## config.mk

```make
export PLATFORM = sky130hd
export DESIGN_NAME = key_id_table_first_free
export DESIGN_NICKNAME = d
export VERILOG_FILES = /design/src/rtl/kidt_pkg.sv /design/src/rtl/key_id_table_first_free.sv /design/src/rtl/kidt_ram.sv /design/src/rtl/kidt_ctrl.sv /design/src/rtl/kidt_dp.sv
export SDC_FILE = /design/constraint.sdc
export NUM_CORES = 2
export LEC_CHECK = 0
export BUFFER_PORTS_ARGS = -buffer_cell sky130_fd_sc_hd__buf_2
export CORE_AREA = 2 2 475 382
export CTS_CLUSTER_DIAMETER = 150
export CTS_CLUSTER_SIZE = 12
export DETAILED_ROUTE_END_ITERATION = 7
export DIE_AREA = 0 0 477 384
export GPL_ROUTABILITY_DRIVEN = 0
export PLACE_DENSITY = 0.7
export SLEW_MARGIN = 5
export SYNTH_ARGS = -nofsm -noshare
export SYNTH_HDL_FRONTEND = slang
export SYNTH_SLANG_ARGS = --single-unit
export TNS_END_PERCENT = 50
```

## constraint.sdc

```tcl
create_clock -name clk -period 5.25 [get_ports clk]
set_input_delay 1.05 -clock clk [delete_from_list [all_inputs] [get_ports clk]]
set_output_delay 1.05 -clock clk [all_outputs]
set_load 0.1 [all_outputs]
```

## src/rtl/kidt_pkg.sv

```systemverilog
`default_nettype none
// ----------------------------------------------------------------------------
// kidt_pkg
// Shared constants, codes and controller/datapath types for the key id table.
// ----------------------------------------------------------------------------
package kidt_pkg;

  localparam int TABLE_DEPTH = 64;
  localparam int KEY_WIDTH   = 32;
  localparam int ID_W        = $clog2(TABLE_DEPTH);
  localparam int CNT_W       = $clog2(TABLE_DEPTH + 1);

  localparam int FUNC_W      = 3;
  localparam int IN_KEY_W    = 32;
  localparam int OUT_KEY_W   = 32;
  localparam int STATUS_W    = 2;

  localparam logic [FUNC_W-1:0] FN_GET_OR_ASSIGN = 3'd0;
  localparam logic [FUNC_W-1:0] FN_FIND          = 3'd1;
  localparam logic [FUNC_W-1:0] FN_READ_BY_ID    = 3'd2;
  localparam logic [FUNC_W-1:0] FN_REMOVE_BY_KEY = 3'd3;
  localparam logic [FUNC_W-1:0] FN_REMOVE_BY_ID  = 3'd4;
  localparam logic [FUNC_W-1:0] FN_CLEAR         = 3'd5;

  localparam logic [STATUS_W-1:0] ST_OK        = 2'd0;
  localparam logic [STATUS_W-1:0] ST_NOT_FOUND = 2'd1;
  localparam logic [STATUS_W-1:0] ST_FULL      = 2'd2;

  typedef enum logic [2:0] {
    S_IDLE,
    S_SCAN,
    S_READ,
    S_FIN,
    S_SHRINK,
    S_OUT
  } state_t;

  typedef struct packed {
    logic load;
    logic scan;
    logic read;
    logic fin;
    logic shrink;
  } dp_cmd_t;

  typedef struct packed {
    logic scan_done;
    logic need_shrink;
    logic shrink_done;
  } dp_stat_t;

endpackage
`default_nettype wire

```

## src/rtl/key_id_table_first_free.sv

```systemverilog
`default_nettype none
// ----------------------------------------------------------------------------
// key_id_table_first_free
// Key to id table with lowest-free-slot assignment over stream ports.
// ----------------------------------------------------------------------------
// get_or_assign, find and remove_by_key run a one-slot-per-cycle scan of the key
//   ram over the extent, stopping at a match, before the finish and the result
// read_by_id reads the key ram before finishing; remove_by_id, clear and others
// finish directly; a removal that hits then trims trailing empty slots off extent
// one word in flight: the next word is taken after the result is taken
// reset clears all valid bits and the extent; keys are kept
module key_id_table_first_free import kidt_pkg::*; (
  input  wire logic        clk,
  input  wire logic        rst,
  input  wire logic        s_tvalid,
  output logic             s_tready,
  input  wire logic [39:0] s_tdata,  // key[31:0], slot_id[37:32], zero pad
  input  wire logic [2:0]  s_tuser,  // func[2:0]
  output logic             m_tvalid,
  input  wire logic        m_tready,
  output logic      [47:0] m_tdata,  // result_id[5:0], result_key[37:6],
                                     // allocated_count[44:38], zero pad
  output logic      [1:0]  m_tuser   // status[1:0]
);

  dp_cmd_t              cmd;
  dp_stat_t             stat;
  logic [ID_W-1:0]      result_id;
  logic [OUT_KEY_W-1:0] result_key;
  logic [STATUS_W-1:0]  status;
  logic [CNT_W-1:0]     allocated_count;

  kidt_ctrl u_ctrl (
    .clk       (clk),
    .rst       (rst),
    .in_valid  (s_tvalid),
    .in_func   (s_tuser),
    .in_ready  (s_tready),
    .out_valid (m_tvalid),
    .out_ready (m_tready),
    .cmd       (cmd),
    .stat      (stat)
  );

  kidt_dp u_dp (
    .clk             (clk),
    .rst             (rst),
    .in_func         (s_tuser),
    .in_key          (s_tdata[31:0]),
    .in_slot_id      (s_tdata[37:32]),
    .cmd             (cmd),
    .stat            (stat),
    .result_id       (result_id),
    .result_key      (result_key),
    .status          (status),
    .allocated_count (allocated_count)
  );

  assign m_tdata = {3'b000, allocated_count, result_key, result_id};
  assign m_tuser = status;

endmodule
`default_nettype wire

```

## src/rtl/kidt_ram.sv

```systemverilog
`default_nettype none
// ----------------------------------------------------------------------------
// kidt_ram
// Generic single write port, single read port RAM with registered read data.
// ----------------------------------------------------------------------------
module kidt_ram #(
  parameter int WIDTH = 32,
  parameter int DEPTH = 64
) (
  input  wire logic                     clk,
  input  wire logic                     wr_en,
  input  wire logic [$clog2(DEPTH)-1:0] wr_addr,
  input  wire logic [WIDTH-1:0]         wr_data,
  input  wire logic [$clog2(DEPTH)-1:0] rd_addr,
  output logic      [WIDTH-1:0]         rd_data
);

  logic [WIDTH-1:0] mem [DEPTH];

  always_ff @(posedge clk) begin
    if (wr_en) begin
      mem[wr_addr] <= wr_data;
    end
    rd_data <= mem[rd_addr];
  end

endmodule
`default_nettype wire

```

## src/rtl/kidt_ctrl.sv

```systemverilog
`default_nettype none
// ----------------------------------------------------------------------------
// kidt_ctrl
// Operation sequencer: accept, scan or read, finish, trim extent, deliver.
// ----------------------------------------------------------------------------
module kidt_ctrl import kidt_pkg::*; (
  input  wire logic              clk,
  input  wire logic              rst,
  input  wire logic              in_valid,
  input  wire logic [FUNC_W-1:0] in_func,
  output logic                   in_ready,
  output logic                   out_valid,
  input  wire logic              out_ready,
  output dp_cmd_t                cmd,
  input  wire dp_stat_t          stat
);

  state_t state, state_next;

  always_ff @(posedge clk) begin
    if (rst) begin
      state <= S_IDLE;
    end else begin
      state <= state_next;
    end
  end

  always_comb begin
    state_next = state;
    unique case (state)
      S_IDLE: begin
        if (in_valid) begin
          case (in_func) inside
            FN_GET_OR_ASSIGN, FN_FIND, FN_REMOVE_BY_KEY: state_next = S_SCAN;
            FN_READ_BY_ID:                               state_next = S_READ;
            default:                                     state_next = S_FIN;
          endcase
        end
      end
      S_SCAN: begin
        if (stat.scan_done) begin
          state_next = S_FIN;
        end
      end
      S_READ: begin
        state_next = S_FIN;
      end
      S_FIN: begin
        state_next = stat.need_shrink ? S_SHRINK : S_OUT;
      end
      S_SHRINK: begin
        if (stat.shrink_done) begin
          state_next = S_OUT;
        end
      end
      S_OUT: begin
        if (out_ready) begin
          state_next = S_IDLE;
        end
      end
      default: state_next = S_IDLE;
    endcase
  end

  always_comb begin
    in_ready   = (state == S_IDLE);
    out_valid  = (state == S_OUT);
    cmd.load   = (state == S_IDLE) && in_valid;
    cmd.scan   = (state == S_SCAN);
    cmd.read   = (state == S_READ);
    cmd.fin    = (state == S_FIN);
    cmd.shrink = (state == S_SHRINK);
  end

endmodule
`default_nettype wire

```

## src/rtl/kidt_dp.sv

```systemverilog
`default_nettype none
// ----------------------------------------------------------------------------
// kidt_dp
// Table datapath: key memory, slot valid bits, extent, scan pipe and results.
// ----------------------------------------------------------------------------
module kidt_dp import kidt_pkg::*; (
  input  wire logic                 clk,
  input  wire logic                 rst,
  input  wire logic [FUNC_W-1:0]    in_func,
  input  wire logic [IN_KEY_W-1:0]  in_key,
  input  wire logic [ID_W-1:0]      in_slot_id,
  input  wire dp_cmd_t              cmd,
  output dp_stat_t                  stat,
  output logic      [ID_W-1:0]      result_id,
  output logic      [OUT_KEY_W-1:0] result_key,
  output logic      [STATUS_W-1:0]  status,
  output logic      [CNT_W-1:0]     allocated_count
);

  logic [FUNC_W-1:0]    func_q;
  logic [KEY_WIDTH-1:0] key_q;
  logic [ID_W-1:0]      sid_q;

  logic [TABLE_DEPTH-1:0] valid;
  logic [CNT_W-1:0]       extent;
  logic [CNT_W-1:0]       ext_dec;

  logic [CNT_W-1:0] scan_idx;
  logic             issue;
  logic             pipe_vld;
  logic [ID_W-1:0]  pipe_idx;
  logic             match;
  logic             hit_found;
  logic [ID_W-1:0]  hit_idx;
  logic             free_found;
  logic [ID_W-1:0]  free_idx;

  logic [KEY_WIDTH-1:0] rd_data;
  logic [ID_W-1:0]      rd_addr;
  logic                 wr_en;
  logic [ID_W-1:0]      wr_addr;

  logic                 sid_ok;
  logic                 set_en;
  logic                 clr_en;
  logic [ID_W-1:0]      clr_idx;
  logic                 ext_inc;
  logic                 clear_all;
  logic                 need_shrink;
  logic                 shrink_done;
  logic [ID_W-1:0]      res_id_next;
  logic [OUT_KEY_W-1:0] res_key_next;
  logic [STATUS_W-1:0]  res_status_next;

  kidt_ram #(
    .WIDTH (KEY_WIDTH),
    .DEPTH (TABLE_DEPTH)
  ) u_key_ram (
    .clk     (clk),
    .wr_en   (wr_en),
    .wr_addr (wr_addr),
    .wr_data (key_q),
    .rd_addr (rd_addr),
    .rd_data (rd_data)
  );

  assign rd_addr     = cmd.read ? sid_q : scan_idx[ID_W-1:0];
  assign issue       = scan_idx < extent;
  assign match       = pipe_vld && valid[pipe_idx] && (rd_data == key_q);
  assign ext_dec     = extent - 1'b1;
  assign shrink_done = (extent == '0) || valid[ext_dec[ID_W-1:0]];
  assign sid_ok      = (CNT_W'(sid_q) < extent) && valid[sid_q];

  assign stat.scan_done   = match || (!pipe_vld && !issue);
  assign stat.need_shrink = need_shrink;
  assign stat.shrink_done = shrink_done;

  // finishing step of each operation
  always_comb begin
    wr_en           = 1'b0;
    wr_addr         = free_idx;
    set_en          = 1'b0;
    clr_en          = 1'b0;
    clr_idx         = hit_idx;
    ext_inc         = 1'b0;
    clear_all       = 1'b0;
    need_shrink     = 1'b0;
    res_id_next     = '0;
    res_key_next    = '0;
    res_status_next = ST_OK;
    case (func_q)
      FN_GET_OR_ASSIGN: begin
        if (hit_found) begin
          res_id_next = hit_idx;
        end else if (free_found) begin
          wr_en       = cmd.fin;
          set_en      = cmd.fin;
          res_id_next = free_idx;
        end else if (extent < CNT_W'(TABLE_DEPTH)) begin
          wr_en       = cmd.fin;
          wr_addr     = extent[ID_W-1:0];
          set_en      = cmd.fin;
          ext_inc     = cmd.fin;
          res_id_next = extent[ID_W-1:0];
        end else begin
          res_status_next = ST_FULL;
        end
      end
      FN_FIND: begin
        if (hit_found) begin
          res_id_next = hit_idx;
        end else begin
          res_status_next = ST_NOT_FOUND;
        end
      end
      FN_READ_BY_ID: begin
        if (sid_ok) begin
          res_id_next  = sid_q;
          res_key_next = OUT_KEY_W'(rd_data);
        end else begin
          res_status_next = ST_NOT_FOUND;
        end
      end
      FN_REMOVE_BY_KEY: begin
        if (hit_found) begin
          clr_en      = cmd.fin;
          need_shrink = 1'b1;
          res_id_next = hit_idx;
        end else begin
          res_status_next = ST_NOT_FOUND;
        end
      end
      FN_REMOVE_BY_ID: begin
        if (sid_ok) begin
          clr_en      = cmd.fin;
          clr_idx     = sid_q;
          need_shrink = 1'b1;
          res_id_next = sid_q;
        end else begin
          res_status_next = ST_NOT_FOUND;
        end
      end
      FN_CLEAR: begin
        clear_all = cmd.fin;
      end
      default: begin
      end
    endcase
  end

  always_ff @(posedge clk) begin
    if (cmd.load) begin
      func_q <= in_func;
      key_q  <= KEY_WIDTH'(in_key);
      sid_q  <= in_slot_id;
    end
    if (cmd.fin) begin
      result_id  <= res_id_next;
      result_key <= res_key_next;
    end
    if (cmd.scan && issue) begin
      pipe_idx <= scan_idx[ID_W-1:0];
    end
    if (cmd.scan && match) begin
      hit_idx <= pipe_idx;
    end
    if (cmd.scan && pipe_vld && !valid[pipe_idx] && !free_found) begin
      free_idx <= pipe_idx;
    end
  end

  // scan pipe control
  always_ff @(posedge clk) begin
    if (rst) begin
      scan_idx   <= '0;
      pipe_vld   <= 1'b0;
      hit_found  <= 1'b0;
      free_found <= 1'b0;
      status     <= ST_OK;
    end else begin
      if (cmd.load) begin
        scan_idx   <= '0;
        pipe_vld   <= 1'b0;
        hit_found  <= 1'b0;
        free_found <= 1'b0;
      end else if (cmd.scan) begin
        pipe_vld <= issue;
        if (issue) begin
          scan_idx <= scan_idx + 1'b1;
        end
        if (match) begin
          hit_found <= 1'b1;
        end
        if (pipe_vld && !valid[pipe_idx]) begin
          free_found <= 1'b1;
        end
      end
      if (cmd.fin) begin
        status <= res_status_next;
      end
    end
  end

  // slot valid bits and extent
  always_ff @(posedge clk) begin
    if (rst) begin
      valid  <= '0;
      extent <= '0;
    end else if (clear_all) begin
      valid  <= '0;
      extent <= '0;
    end else begin
      if (set_en) begin
        valid[wr_addr] <= 1'b1;
      end
      if (clr_en) begin
        valid[clr_idx] <= 1'b0;
      end
      if (ext_inc) begin
        extent <= extent + 1'b1;
      end else if (cmd.shrink && !shrink_done) begin
        extent <= ext_dec;
      end
    end
  end

  assign allocated_count = extent;

endmodule
`default_nettype wire
```

==> flow_summary.yaml <==
route:
  drtIter0Drc: 6772
  antenna_left: 0
  vias: 46000
  drt-pass1-iter-count: 6
  wl_per_cell_um: 31.0
  drc_errors: 0
  via_per_inst: 6.44
  wirelength_mm: 221
synthesis:
  yosys-top-cells-area: "edfxtp_1, mux4_2, dfxtp_1"
  synth_cells: 4370
  synth_warnings: 0
  yosysTopAreaCell: "edfxtp_1"
  syn_area_per_cell_um2: 20.3
  yosysMostFrequentCell: "edfxtp_1"
  synth-main-ff-cell: "edfxtp_1"
  synth_seq_area_share_pct: 75.2
  async_flop_share_pct: 0
  synth_top_cell_area_share_pct: 72.6
  ys_ff_latch: 2263
  yosysUniqueCellTypes: 66
  synth_edf_count: 2145
  netlist_area_um2: 88800
  yosys-top-cells-count: "edfxtp_1, mux4_2, nand2_1"
cells_and_area:
  nFillCells: 13100
  stdcell_count: 7134
  nets: 4684
  stdcell_area_um2: 99200
  area_growth_pct: 11.8
  drive_gt1_share_pct: 25.3
setup_path:
  path_cells: "or4_1 > a21oi_1 > nand2b_1 > nand3_1 > nor2_4 > buf_4"
  critPathMaxStageDelay_ns: 0.96
  critPathKind: "register to register"
  worstPathArrival_ns: 5.04
  critPathSlowestCell: "nor2_4"
  cp_max_fo: 17
  crit_path_start_kind: "register"
  end_kind: "register"
  crit_required_ns: 5.73
cts:
  post_cts_resized: 0
  cts_max_path_buffers: 3
  cts_hold_buf: 0
  cts_tree: "built"
  cts_buffers: 206
  htreeDepth: 4
  cts.reportedPaths.clkPinSlew_ns: 0.06
  clk_latency_ns: 0.84
  cts_root_buf: "clkbuf_16"
  cts.sinks: 2263
  post_cts_buffers: 0
place:
  preCtsSetupSlack_ns: 0.765
  dp_cells: 6811
  port_buffers: 93
  place_area_um2: 93500
  dp_hpwl_mm: 122
power_and_ir_drop:
  peakVddDrop_mv: 0.299
  p_per_area_nw_per_um2: 385
  p_total_w: 0.0382
  leakagePower_nw: 31.7
flow_run:
  maxCapViolCount: 0
sta:
  setup_viol_count_final: 0
  fin_crit_ns: 4.56
  slew_headroom_pct: 25.6
  max_clock_freq_ghz: 0.219
  fin_crit_sh_pct: 86.8
  slew_violations: 0
  hold_violations: 0
  skew_ns: 0.0315
  setup_slack_ns: 0.692
  rsz0062_at_grt: "no"
  finalSetupTns_ns: 0
  worst_pin_slew_ns: 1.11
grt:
  grt_remaining_overflow: 0
  grt_pass1_wl_mm: 318
  first_global_vias: 45500
  antenna_found_initial: 4
  grt_usage_pct: 24.0
  grt_max_degree: 104
min_path:
  hp-class: "primary input to register"
die:
  die_h_um: 384
  dieWidth_um: 477
  initial_core_util_pct: 49.7
  core_um2: 179000
  num_io_pins: 99
  die_area_um2: 183000
  num_rows: 139
outcome:
  run_status: "completed"
-- area by class of cell --
class	count	area (um^2)	area share [%]
inverter	18	67.6	0.0681
timing repair buffer	293	2290	2.31
clock buffer	305	5590	5.63
sequential	2263	66800	67.3
clock inverter	12	174	0.175
multi-input combinational	1840	21300	21.5
antenna	6	15.0	0.0151
tap	2397	3000	3.02
-- placed cells by master, fill, tap and decap left out, types with 62 or more instances in the layout --
master	synthesis	final
clkbuf_1	118	96
mux4_2	559	559
nor2_4	0	62
and2_1	127	126
mux2i_1	96	92
a31oi_1	70	69
a211oi_1	99	99
o21ai_0	76	76
buf_4	15	174
edfxtp_1	2145	2145
nand2_1	247	247
clkbuf_16	0	209
a21oi_1	82	82
dfxtp_1	118	118
buf_2	88	93
-- kinds of logic (layout without fill, tap and decap cells) --
logic type,Yosys count,after routing,synth area share (%)
other,1,9,0.00422
multiplexers,694,694,15.8
buffers and inverters,269,628,1.40
flip-flops,2263,2263,75.2
adder cells (fa/ha/maj),15,15,0.211
AO/OA/AOI/OAI,453,453,3.47
XOR/XNOR,42,42,0.414
AND/OR/NAND/NOR,633,633,3.52
-- state kept, by name (all words and copies together) (netlist names), 2 cells and up --
signal / count
u_dp.u_key_ram.rd_data: 32
u_dp.sid_q: 6
u_dp.result_key: 32
u_dp.u_key_ram.mem: 2048
u_dp.func_q: 3
u_dp.valid: 64
u_dp.allocated_count: 7
u_dp.result_id: 6
u_dp.pipe_idx: 6
u_dp.key_q: 32
u_dp.free_idx: 6
u_ctrl.state: 3
u_dp.scan_idx: 7
u_dp.status: 2
u_dp.hit_idx: 6
-- power by group --
| group | total, W | leakage, nW | internal [W] | switching (W) |
|---|---|---|---|---|
| logic | 0.00413 | 8.62 | 0.00157 | 0.00256 |
| registers | 0.0205 | 20.3 | 0.0202 | 0.000326 |
| clock network | 0.0135 | 2.76 | 0.00728 | 0.00622 |
-- worst max-delay path, delay by kind of cell (launching register included) --
| kind | cells | cell delay, ns |
|---|---|---|
| AOI/OAI and AO/OA | 1 | 0.42 |
| buffers and inverters | 1 | 0.51 |
| DFF | 1 | 0.56 |
| and+or+nand+nor | 4 | 2.71 |
-- worst paths after layout --
check / to / start / cells past startpoint / slack [ns]
max: u_dp.u_key_ram.mem[35][0] / u_dp.func_q[0] / 6 / 0.69
min: u_dp.key_q[4] / s_tdata[4] / 1 / 0.39
max reg2reg: u_dp.u_key_ram.mem[35][0] / u_dp.func_q[0] / 6 / 0.69
min reg2reg: u_dp.status[1] / u_dp.status[1] / 2 / 0.45
-- per-stage QoR --
step	util, %	hold WS (ns)
floorplan	-	0.439
global placement	52.3	0.451
detailed placement	52.3	0.450
CTS	55.6	0.331
global route	55.6	0.352
finish	55.6	0.386
-- layer usage --
metal	share of wire (%)	wire length [um]	GRT usage [%]	up-vias
met4	2.6	5830	7.02	0
met2	46	101000	36.0	2637
met1	41	91000	36.3	24400
met3	10	23000	4.33	331
li1	-	-	-	18600
met5	0	0	0	-
Note: power is estimated with default switching activity, not from simulation.
